**config.mk**
```make
export PLATFORM = sky130hd
export DESIGN_NAME = positional_list_store
export DESIGN_NICKNAME = d
export VERILOG_FILES = /design/src/rtl/pls_pkg.sv /design/src/rtl/positional_list_store.sv
export SDC_FILE = /design/constraint.sdc
export NUM_CORES = 1
export LEC_CHECK = 0
export ABC_AREA = 1
export BUFFER_PORTS_ARGS = -buffer_cell sky130_fd_sc_hd__buf_2
export CORE_MARGIN = 2
export CORE_UTILIZATION = 35
export CTS_CLUSTER_SIZE = 30
export DETAILED_ROUTE_END_ITERATION = 6
export GPL_TIMING_DRIVEN = 0
export SKIP_LAST_GASP = 1
export SLEW_MARGIN = 40
export SYNTH_ARGS = -nofsm -noshare
export SYNTH_HDL_FRONTEND = slang
export SYNTH_SLANG_ARGS = --single-unit
```
**constraint.sdc**
```tcl
create_clock -name clk -period 4.9 [get_ports clk]
set_clock_uncertainty 0.15 [all_clocks]
set_input_delay 0.49 -clock clk [delete_from_list [all_inputs] [get_ports clk]]
set_output_delay 0.49 -clock clk [all_outputs]
set_load 0.02 [all_outputs]
```
**src/rtl/pls_pkg.sv**
```systemverilog
// Package for the positional list store: field widths and command codes.
// No dependencies.
package pls_pkg;

	localparam int CMD_W = 2;
	localparam int POS_W = 5;
	localparam int VAL_W = 8;
	localparam int CNT_W = 5;

	typedef enum logic [CMD_W-1:0] {
		CMD_APPEND = 2'd0,
		CMD_INSERT = 2'd1,
		CMD_DELETE = 2'd2,
		CMD_READ   = 2'd3
	} cmd_t;

endpackage

```
**src/rtl/positional_list_store.sv**
```systemverilog
// Positional list store: bounded ordered byte list held in a row of shift cells.
// Depends on pls_pkg.
//
//  channel | direction | handshake             | payload
//  --------+-----------+-----------------------+------------------------------------------
//  cmd     | in        | cmd_valid / cmd_ready | cmd, position, item_value
//  rsp     | out       | rsp_valid / rsp_ready | ok, read_value, entry_count, is_empty
//
// One command is taken per cycle while no result is stalled; its result passes the input
// register and then the result register before rsp_valid is raised.
// The per-slot select (hold, shift up, shift down, load) sits between the input
// register and the result register, so each command takes one stage of work.
// Reset clears the entry count and empties both registers; slot contents are not
// cleared, since no command can see a slot at or beyond the count.
// A stalled result holds the result register; one more command then waits in
// the input register, and cmd_ready drops until the result is taken.
module positional_list_store #(
	parameter int DEPTH = 16
) (
	input  logic                       clk,
	input  logic                       arst_n,
	input  logic                       cmd_valid,
	output logic                       cmd_ready,
	input  logic [pls_pkg::CMD_W-1:0]  cmd,
	input  logic [pls_pkg::POS_W-1:0]  position,
	input  logic [pls_pkg::VAL_W-1:0]  item_value,
	output logic                       rsp_valid,
	input  logic                       rsp_ready,
	output logic                       ok,
	output logic [pls_pkg::VAL_W-1:0]  read_value,
	output logic [pls_pkg::CNT_W-1:0]  entry_count,
	output logic                       is_empty
);

	// Count width holds DEPTH itself; address width indexes a slot.
	localparam int CW = $clog2(DEPTH + 1);
	localparam int AW = $clog2(DEPTH);
	// Compare width: wide enough for both the position field and the count.
	localparam int PW = (CW > pls_pkg::POS_W) ? CW : pls_pkg::POS_W;

	// Input register
	logic                       valid_s1;
	pls_pkg::cmd_t              cmd_s1;
	logic [pls_pkg::POS_W-1:0]  pos_s1;
	logic [pls_pkg::VAL_W-1:0]  val_s1;

	// List state
	logic [pls_pkg::VAL_W-1:0]  slots_q [DEPTH];
	logic [pls_pkg::VAL_W-1:0]  slot_d  [DEPTH];
	logic [CW-1:0]              count_q;
	logic [CW-1:0]              count_d;

	// Result register
	logic                       rsp_valid_q;
	logic                       ok_q;
	logic [pls_pkg::VAL_W-1:0]  rd_q;
	logic [pls_pkg::CNT_W-1:0]  cnt_q;
	logic                       empty_q;

	logic                       advance;
	logic [PW-1:0]              pos_x;
	logic [PW-1:0]              count_x;
	logic [PW-1:0]              ins_pos;
	logic                       do_ins;
	logic                       do_del;
	logic                       do_rd;
	logic                       op_ok;
	logic [pls_pkg::VAL_W-1:0]  rd_d;
	logic [PW-1:0]              count_dx;

	// Result register frees when empty or taken; input register frees when it advances.
	assign advance   = !rsp_valid_q || rsp_ready;
	assign cmd_ready = !valid_s1 || advance;

	always_ff @(posedge clk or negedge arst_n) begin
		if (!arst_n) begin
			valid_s1 <= 1'b0;
		end else if (cmd_ready) begin
			valid_s1 <= cmd_valid;
		end
	end

	always_ff @(posedge clk) begin
		if (cmd_ready && cmd_valid) begin
			cmd_s1 <= pls_pkg::cmd_t'(cmd);
			pos_s1 <= position;
			val_s1 <= item_value;
		end
	end

	// Decode and range checks
	assign pos_x   = PW'(pos_s1);
	assign count_x = PW'(count_q);

	always_comb begin
		do_ins  = 1'b0;
		do_del  = 1'b0;
		do_rd   = 1'b0;
		ins_pos = pos_x;
		unique case (cmd_s1)
			pls_pkg::CMD_APPEND: begin
				ins_pos = count_x;
				do_ins  = count_x < PW'(DEPTH);
			end
			pls_pkg::CMD_INSERT: begin
				do_ins = (count_x < PW'(DEPTH)) && (pos_x <= count_x);
			end
			pls_pkg::CMD_DELETE: begin
				do_del = pos_x < count_x;
			end
			pls_pkg::CMD_READ: begin
				do_rd = pos_x < count_x;
			end
			default: begin
				do_rd = 1'b0;
			end
		endcase
	end

	assign op_ok = do_ins || do_del || do_rd;

	always_comb begin
		count_d = count_q;
		if (do_ins) begin
			count_d = count_q + CW'(1);
		end else if (do_del) begin
			count_d = count_q - CW'(1);
		end
	end

	// Read mux; the address is in range whenever do_rd is set.
	assign rd_d     = do_rd ? slots_q[pos_x[AW-1:0]] : '0;
	assign count_dx = PW'(count_d);

	// Per-slot select: each cell compares its own index with the position.
	for (genvar i = 0; i < DEPTH; i++) begin : g_slot
		logic [pls_pkg::VAL_W-1:0] up_src;
		logic [pls_pkg::VAL_W-1:0] dn_src;

		if (i > 0) begin : g_up
			assign up_src = slots_q[i-1];
		end else begin : g_up0
			assign up_src = slots_q[i];
		end

		if (i < DEPTH - 1) begin : g_dn
			assign dn_src = slots_q[i+1];
		end else begin : g_dnl
			assign dn_src = slots_q[i];
		end

		always_comb begin
			slot_d[i] = slots_q[i];
			if (do_ins) begin
				if (PW'(i) == ins_pos) begin
					slot_d[i] = val_s1;
				end else if (PW'(i) > ins_pos) begin
					slot_d[i] = up_src;
				end
			end else if (do_del) begin
				if (PW'(i) >= pos_x) begin
					slot_d[i] = dn_src;
				end
			end
		end

		always_ff @(posedge clk) begin
			if (advance && valid_s1) begin
				slots_q[i] <= slot_d[i];
			end
		end
	end

	always_ff @(posedge clk or negedge arst_n) begin
		if (!arst_n) begin
			count_q     <= '0;
			rsp_valid_q <= 1'b0;
		end else if (advance) begin
			rsp_valid_q <= valid_s1;
			if (valid_s1) begin
				count_q <= count_d;
			end
		end
	end

	always_ff @(posedge clk) begin
		if (advance && valid_s1) begin
			ok_q    <= op_ok;
			rd_q    <= rd_d;
			cnt_q   <= count_dx[pls_pkg::CNT_W-1:0];
			empty_q <= (count_d == '0);
		end
	end

	assign rsp_valid   = rsp_valid_q;
	assign ok          = ok_q;
	assign read_value  = rd_q;
	assign entry_count = cnt_q;
	assign is_empty    = empty_q;

endmodule

```
==> reports/results.md, run 1 <==
| Quantity | This run |
|:---|:---|
| Status | complete, but fails checks |
| Violated checks | DRC |
| Post-Syn Instances | 1149 |
| Total number of placement rows | 60 |
| Num CTS Buffers | 17 |
| Number of antenna violations at the first check in global routing | 0 |
| Final hold vios | 0 |
| Transition time at the pin with the least slew margin | 0.880 ns |
| Post-route fraction of the period consumed by the critical path | 0.801 |
| Total negative slack for setup checks | 0 ns |
| Peak supply drop | 0.000224 V |
| Floorplan core area | 27100 um2 |
| Worst Setup Start Kind | flop |
| Synthesized area per cell | 8.45 um2 |
| Synth area leader | sky130_fd_sc_hd__edfxtp_1 |
| Most frequently used cell type in the post-synthesis netlist | sky130_fd_sc_hd__nand2_1 |
| Global-route wire length before repair | 52.6 mm |
| Global route overflow | 0 |
| Largest buffer count on any clock path | 2 |
| DIE AREA | 29100 um2 |
| Start-to-end type of the worst setup path | flop to flop |
| Yosys reg bits | 165 |
| Clock net sink count | 165 |
| Number of gates resized after cts | 0 |
| CP endpoint kind | flop |
| Height of the chip | 171 um |
| Part of the total power dissipated in sequential elements | 0.390 |
| DR vias/cell | 5.65 |
| CTS tree | yes |
| Layout cells sized above 1 | 0.122 |
| Post-route DRC | 2 |
| Net count after synthesis | 1175 |
| Number of max-cap violations | 0 |
| Number of global-route vias before repair | 8225 |
| Cell depth of the worst flop-to-flop path | 13 |
| PortBufs | 35 |
| Commonest cells in the synthesized netlist | sky130_fd_sc_hd__nand2_1 (286), sky130_fd_sc_hd__edfxtp_1 (158), sky130_fd_sc_hd__inv_1 (115), sky130_fd_sc_hd__o21ai_0 (110), sky130_fd_sc_hd__a21oi_1 (92) |
| Data arrival time at the worst-slack endpoint | 3.85 ns |
| Synth warn | 0 |
| Final estimated routing congestion in global placement | 0.944 |
| Antenna diode instance count | 0 |
| Antenna-violating nets left | 0 |
| Total cell area at the placement stage | 10400 um2 |
| Finish-stage setup viols | 0 |
| Final core utilization | 0.406 |
| Net count reported at finish | 1231 |
| Later-pin clock latency in the skew report | 0.44 ns |
| Number of DRC markers in iteration 0 | 1486 |
| Detailed Routing Iterations Pass 1 | 7 |
| Worst-case headroom to the max-slew limit | 0.413 |
| Sw power | 1940 uW |
| Global-route usage over all layers | 0.249 |
| DPL Wire Length | 26.5 mm |
| Leakage power | 0.00440 uW |
| Top-area cell type share of the netlist area | 0.489 |
| Count of fill cells added during filler insertion | 2765 |
| Sequential fraction of the synthesis area | 0.507 |
| WL final | 36.1 mm |
| Sw frac | 0.396 |
| CTS clock-pin slew for the worst setup and hold paths | 0.07 ns |
| Achievable clock frequency | 0.255 GHz |
| Required time reported for the critical path endpoint | 4.82 ns |
| Number of enable-type register cells in the synthesized netlist | 158 |
| Final Max Slew Viols | 0 |
| PD cells | 445 nW/um2 |
| Via Count | 8987 |
| CP max FO | 10 |
| Number of hold-repair buffers added at the cts stage | 1 |
| Synth cell types | 44 |
| Async set-or-reset flop fraction in the synthesized netlist | 0.0424 |
| Clock network fraction of total power | 0.277 |
| Syn Std Cell Area | 9700 um2 |
| Final routed wire length divided by cell count | 22.7 um |
| I/O pin count | 36 |
| Clock root buffer master | sky130_fd_sc_hd__clkbuf_16 |
| RSZ-0062 raised after global routing | no |
| Largest net degree at the start of global routing | 21 |
| Internal power contribution | 2960 uW |
| # H-tree levels | 4 |
| Leading register cell type out of synthesis | sky130_fd_sc_hd__edfxtp_1 |
| Setup fix buffers added after clock tree synthesis | 0 |
| Class of the tightest hold or removal check | primary input to flop |
| Logic gate share of total power | 0.333 |
| Worst hold path cell count | 1 |
| Time the final worst path needs with I/O delays and setup | 3.93 ns |
| Die width | 171 um |
| Design Area, Final | 11000 um2 |
| Area overhead of the layout relative to synthesis | 13.4% |
| Largest cells by area after synthesis | sky130_fd_sc_hd__edfxtp_1 (49%), sky130_fd_sc_hd__nand2_1 (11%), sky130_fd_sc_hd__o21ai_0 (5.7%) |
| Initial cell density of the core | 0.358 |
## layout by cell type (no fill, tap or decap), drive strengths merged, types with 3 or more instances in the layout
| master | count |
|---|---|
| o211ai | 8 |
| o21ai | 133 |
| clkinv | 7 |
| o221ai | 6 |
| o22ai | 29 |
| nand4 | 3 |
| a21oi | 94 |
| clkbuf | 53 |
| nand2 | 305 |
| edfxtp | 158 |
| dfrtp | 7 |
| ha | 7 |
| inv | 127 |
| nand3 | 54 |
| a22oi | 32 |
| a31oi | 5 |
| nor3 | 8 |
| xor2 | 5 |
| buf | 64 |
| nor2 | 100 |
## metrics by stage
step | hold slack, ns | total power, uW | setup slack (ns) | std cells
finish | 0.0708 | 4900 | 0.973 | 1590
floorplan | 0.0444 | 2940 | 1.88 | 1149
global route | 0.0621 | 5080 | 0.668 | 1590
CTS | 0.0599 | 4840 | 1.09 | 1590
detailed placement | 0.182 | 3500 | 1.09 | 1557
global placement | 0.180 | 3470 | 0.798 | 1556
## routing by layer
layer,global-route usage,up-vias,routed length (um)
met3,0.0507,80,3830
met2,0.371,582,15900
met1,0.351,4274,15100
met4,0.108,0,1300
met5,0,-,0
li1,-,4051,-
## cell families after synthesis
family,synth area share
buffers and inverters,0.0794
AO/OA/AOI/OAI,0.187
flip-flops,0.507
adder cells (fa/ha/maj),0.00902
AND/OR/NAND/NOR,0.212
XOR/XNOR,0.00542
## worst max-delay path: stages, from the launching register on
cell	delay [ns]
sky130_fd_sc_hd__dfrtp_1	0.45
sky130_fd_sc_hd__inv_1	0.23
sky130_fd_sc_hd__ha_1	0.28
sky130_fd_sc_hd__nand2_1	0.08
sky130_fd_sc_hd__nor2_1	0.07
sky130_fd_sc_hd__nand2_1	0.11
sky130_fd_sc_hd__nand3_1	0.11
sky130_fd_sc_hd__nand2_1	0.09
sky130_fd_sc_hd__nand2_1	0.09
sky130_fd_sc_hd__inv_1	0.11
sky130_fd_sc_hd__clkbuf_1	0.42
sky130_fd_sc_hd__clkbuf_1	0.54
sky130_fd_sc_hd__nand3_1	0.19
sky130_fd_sc_hd__a21oi_2	0.62
## sequential cells by signal, summed over array words and instances, names as in the netlist
name / cells
pos_s1: 5
is_empty: 1
valid_s1: 1
entry_count: 5
read_value: 8
rsp_valid: 1
count_q: 5
cmd_s1: 2
ok: 1
val_s1: 8
slots_q: 128
## power by group through the flow
stage          combinational, uW  sequential [uW]  clock (uW)
6_report                    1630             1910        1360
5_1_grt                     1760             1920        1400
4_1_cts                     1570             1910        1360
3_5_place_dp                1570             1940           0
3_3_place_gp                1530             1940           0
2_1_floorplan                999             1940           0
## path summary, 6_finish.rpt
| path | start | endpoint | slack [ns] |
|---|---|---|---|
| min | position[1] | pos_s1[1] | 0.07 |
| min in group asynchronous | arst_n | count_q[1] | 0.27 |
| max | count_q[3] | slots_q[2][2] | 0.97 |
| min reg2reg | rsp_valid | rsp_valid | 0.38 |
| max reg2reg | count_q[3] | slots_q[2][2] | 0.97 |
| max in group asynchronous | arst_n | count_q[0] | 4.17 |
## area by class of cell
type / count / area [um2] / area share
Buffer: 63 / 303 / 0.0275
Clock buffer: 18 / 429 / 0.0390
Clock inverter: 14 / 144 / 0.0131
Inverter: 123 / 469 / 0.0426
Multi-Input combinational cell: 798 / 4080 / 0.371
Sequential cell: 165 / 4920 / 0.447
Tap cell: 372 / 465 / 0.0423
Timing Repair Buffer: 37 / 190 / 0.0173
No activity file was read; power rests on OpenSTA's default activity.
==> run 2, diff against run 1 <==
==> constraint.sdc (replaced) <==
create_clock -name clk -period 3.5 [get_ports clk]
set_clock_uncertainty 0.15 [all_clocks]
set_input_delay 0.35 -clock clk [delete_from_list [all_inputs] [get_ports clk]]
set_output_delay 0.35 -clock clk [all_outputs]
set_load 0.02 [all_outputs]
==> run 2 against run 1 <==
Effect of this change: the run still ends with DRC left; die area did not move; register-to-register slack got worse by 0.72 ns; final cell count rose by 1.3%; sequential power rose by 40%; sequential cell count did not move; routed wire length rose by 0.12%; critical endpoint is now slots_q[12][0]; maximum frequency rose by 21%; total power rose by 41%; core utilization rose by 1.2 points; via count rose by 1.8%; worst hold slack got worse by 0.050 ns; worst setup slack got worse by 0.72 ns.
==> reports/results.md, run 2 (synthesis results as in run 1) <==
| Quantity | This run |
|:---|:---|
| End of the critical path | slots_q[12][0] |
| Num CTS Buffers | 17 |
| Die width | 171 um |
| GR Util met2 | 0.374 |
| CTS clock-pin slew for the worst setup and hold paths | 0.07 ns |
| PD cells | 611 nW/um2 |
| Floorplan core area | 27100 um2 |
| Data arrival time at the worst-slack endpoint | 3.25 ns |
| Count of fill cells added during filler insertion | 2738 |
| Initial cell density of the core | 0.358 |
| Endpoint of the worst-slack reg-to-reg timing path | slots_q[12][0] |
| Final estimated routing congestion in global placement | 0.944 |
| Launch point of the worst path | count_q[4] |
| Clock net sink count | 165 |
| DPL Wire Length | 26.5 mm |
| Time the final worst path needs with I/O delays and setup | 3.25 ns |
| Transition time at the pin with the least slew margin | 0.862 ns |
| Area overhead of the layout relative to synthesis | 16.7% |
| Clock network fraction of total power | 0.273 |
| Global route overflow | 0 |
| # H-tree levels | 4 |
| Cell depth of the worst flop-to-flop path | 14 |
| Antenna-violating nets left | 0 |
| Class of the tightest hold or removal check | primary input to flop |
| Global-route usage over all layers | 0.250 |
| PortBufs | 35 |
| Met3 Track Usage GR | 0.0525 |
| Logic gate share of total power | 0.341 |
| Source of the worst register-to-register timing path | count_q[4] |
| Number of global-route vias before repair | 8303 |
| Required time reported for the critical path endpoint | 3.50 ns |
| Number of antenna violations at the first check in global routing | 0 |
| CP max FO | 10 |
| Final hold vios | 0 |
| Final Max Slew Viols | 0 |
| Register with the most flip-flops | slots_q |
| Start-to-end type of the worst setup path | flop to flop |
| Layout cells sized above 1 | 0.132 |
| Detailed Routing Iterations Pass 1 | 7 |
| DIE AREA | 29100 um2 |
| Worst slack on hold paths | 0.0208 ns |
| Number of max-cap violations | 0 |
| Most crowded layer after global routing | met2 |
| Largest net degree at the start of global routing | 21 |
| Sw power | 2740 uW |
| Most frequent standard cell in the layout excluding fill and tap cells | sky130_fd_sc_hd__nand2_1 |
| Via Count | 9153 |
| Status | complete, but fails checks |
| Net count reported at finish | 1251 |
| Internal power contribution | 4190 uW |
| Peak supply drop | 0.000314 V |
| Height of the chip | 171 um |
| DR vias/cell | 5.69 |
| Violated checks | DRC |
| Largest buffer count on any clock path | 2 |
| CTS tree | yes |
| Antenna diode instance count | 0 |
| Achievable clock frequency | 0.308 GHz |
| Design Area, Final | 11300 um2 |
| Reg area | 4920 um2 |
| RSZ-0062 raised after global routing | yes |
| Met1 global-route usage | 0.351 |
| Worst Setup Start Kind | flop |
| CP endpoint kind | flop |
| Leakage power | 0.00453 uW |
| Setup Slack @ Placement | -0.311 ns |
| Highest-count cells in the layout ignoring fill and taps | sky130_fd_sc_hd__nand2_1 (286), sky130_fd_sc_hd__edfxtp_1 (158), sky130_fd_sc_hd__inv_1 (114) |
| Global-route wire length before repair | 52.9 mm |
| Part of the total power dissipated in sequential elements | 0.386 |
| Post-route fraction of the period consumed by the critical path | 0.929 |
| Sw frac | 0.395 |
| Clock root buffer master | sky130_fd_sc_hd__clkbuf_16 |
| Later-pin clock latency in the skew report | 0.44 ns |
| Final routed wire length divided by cell count | 22.4 um |
| Number of DRC markers in iteration 0 | 1486 |
| Flip-flop count of the largest register, all copies and words added | 128 |
| Worst-case headroom to the max-slew limit | 0.425 |
| Total power after layout | 6920 uW |
| WL final | 36.1 mm |
| I/O pin count | 36 |
| Post-route DRC | 9 |
| Post-layout worst setup margin | 0.249 ns |
| Finish-stage setup viols | 0 |
| Register-to-Register Setup Slack | 0.25 ns |
| Multi-input combinational cell area | 4150 um2 |
| Total cell area at the placement stage | 10400 um2 |
| Total number of placement rows | 60 |
==> run 2: cell count changes in the layout (fill, tap and decap cells not counted), sizes merged <==
cell / previous run / this run
dlygate4sd3: 1 / 17
buf: 64 / 65
clkbuf: 53 / 56
==> run 2: worst min-delay path by stage <==
stage | startpoint | endpoint | slack, ns | cells after the start
2_1_floorplan | arst_n | count_q[0] | -0.1 | 0
3_3_place_gp | arst_n | valid_s1 | 0.04 | 1
3_5_place_dp | arst_n | count_q[4] | 0.04 | 1
4_1_cts | rsp_ready | rsp_valid | 0.01 | 4
5_1_grt | rsp_ready | rsp_valid | 0.06 | 4
6_report | rsp_ready | rsp_valid | 0.02 | 4
==> run 2: per-stage QoR <==
stage	setup TNS, ns	std cells	utilization
4_1_cts	0	1606	0.413
3_3_place_gp	-27.62	1556	0.382
3_5_place_dp	-6.91	1557	0.384
6_report	0	1610	0.418
2_1_floorplan	0	1149	-
5_1_grt	0	1610	0.418
==> run 2: area by class of cell <==
type                    instances  area share
plain buffers                  63      0.0282
clock inverters                14      0.0127
multi-input cells             798       0.366
well taps                     372      0.0411
clock buffers                  18      0.0379
inverters                     123      0.0414
repair buffers                 57      0.0382
flip-flops and latches        165       0.434
==> run 2: power groups by stage <==
stage	sequential, uW	combinational (uW)	clock (uW)
floorplan	2720	1400	0
global placement	2710	2140	0
detailed placement	2710	2190	0
CTS	2670	2230	1910
global route	2690	2540	1970
finish	2670	2360	1890
==> run 2: metal layers <==
| layer | share of wire | wire, um |
|---|---|---|
| met3 | 0.11 | 4050 |
| met2 | 0.44 | 15900 |
| met4 | 0.038 | 1360 |
| met5 | 0 | 0 |
| met1 | 0.41 | 14800 |
==> run 2: worst max-delay path, cell delays in order, from the launching register on <==
cell and delay (ns):
sky130_fd_sc_hd__dfrtp_1 0.43, sky130_fd_sc_hd__inv_1 0.19, sky130_fd_sc_hd__ha_1 0.28, sky130_fd_sc_hd__nand2_1 0.09
sky130_fd_sc_hd__nor2_1 0.07, sky130_fd_sc_hd__nand2_1 0.11, sky130_fd_sc_hd__nand3_1 0.11, sky130_fd_sc_hd__nand2_1 0.09
sky130_fd_sc_hd__nand2_1 0.09, sky130_fd_sc_hd__buf_2 0.22, sky130_fd_sc_hd__nand2_1 0.16, sky130_fd_sc_hd__nand2_1 0.11
sky130_fd_sc_hd__buf_4 0.27, sky130_fd_sc_hd__nor3_4 0.30, sky130_fd_sc_hd__clkbuf_4 0.27
==> run 2: what timing repair did <==
action	4_1_cts	5_1_grt
pin swaps	0	3
hold endpoints to repair	23	0
hold buffers	17	0
cloned	0	0
gates resized for setup	7	25
buffers inserted	0	4
setup endpoints to repair	34	165
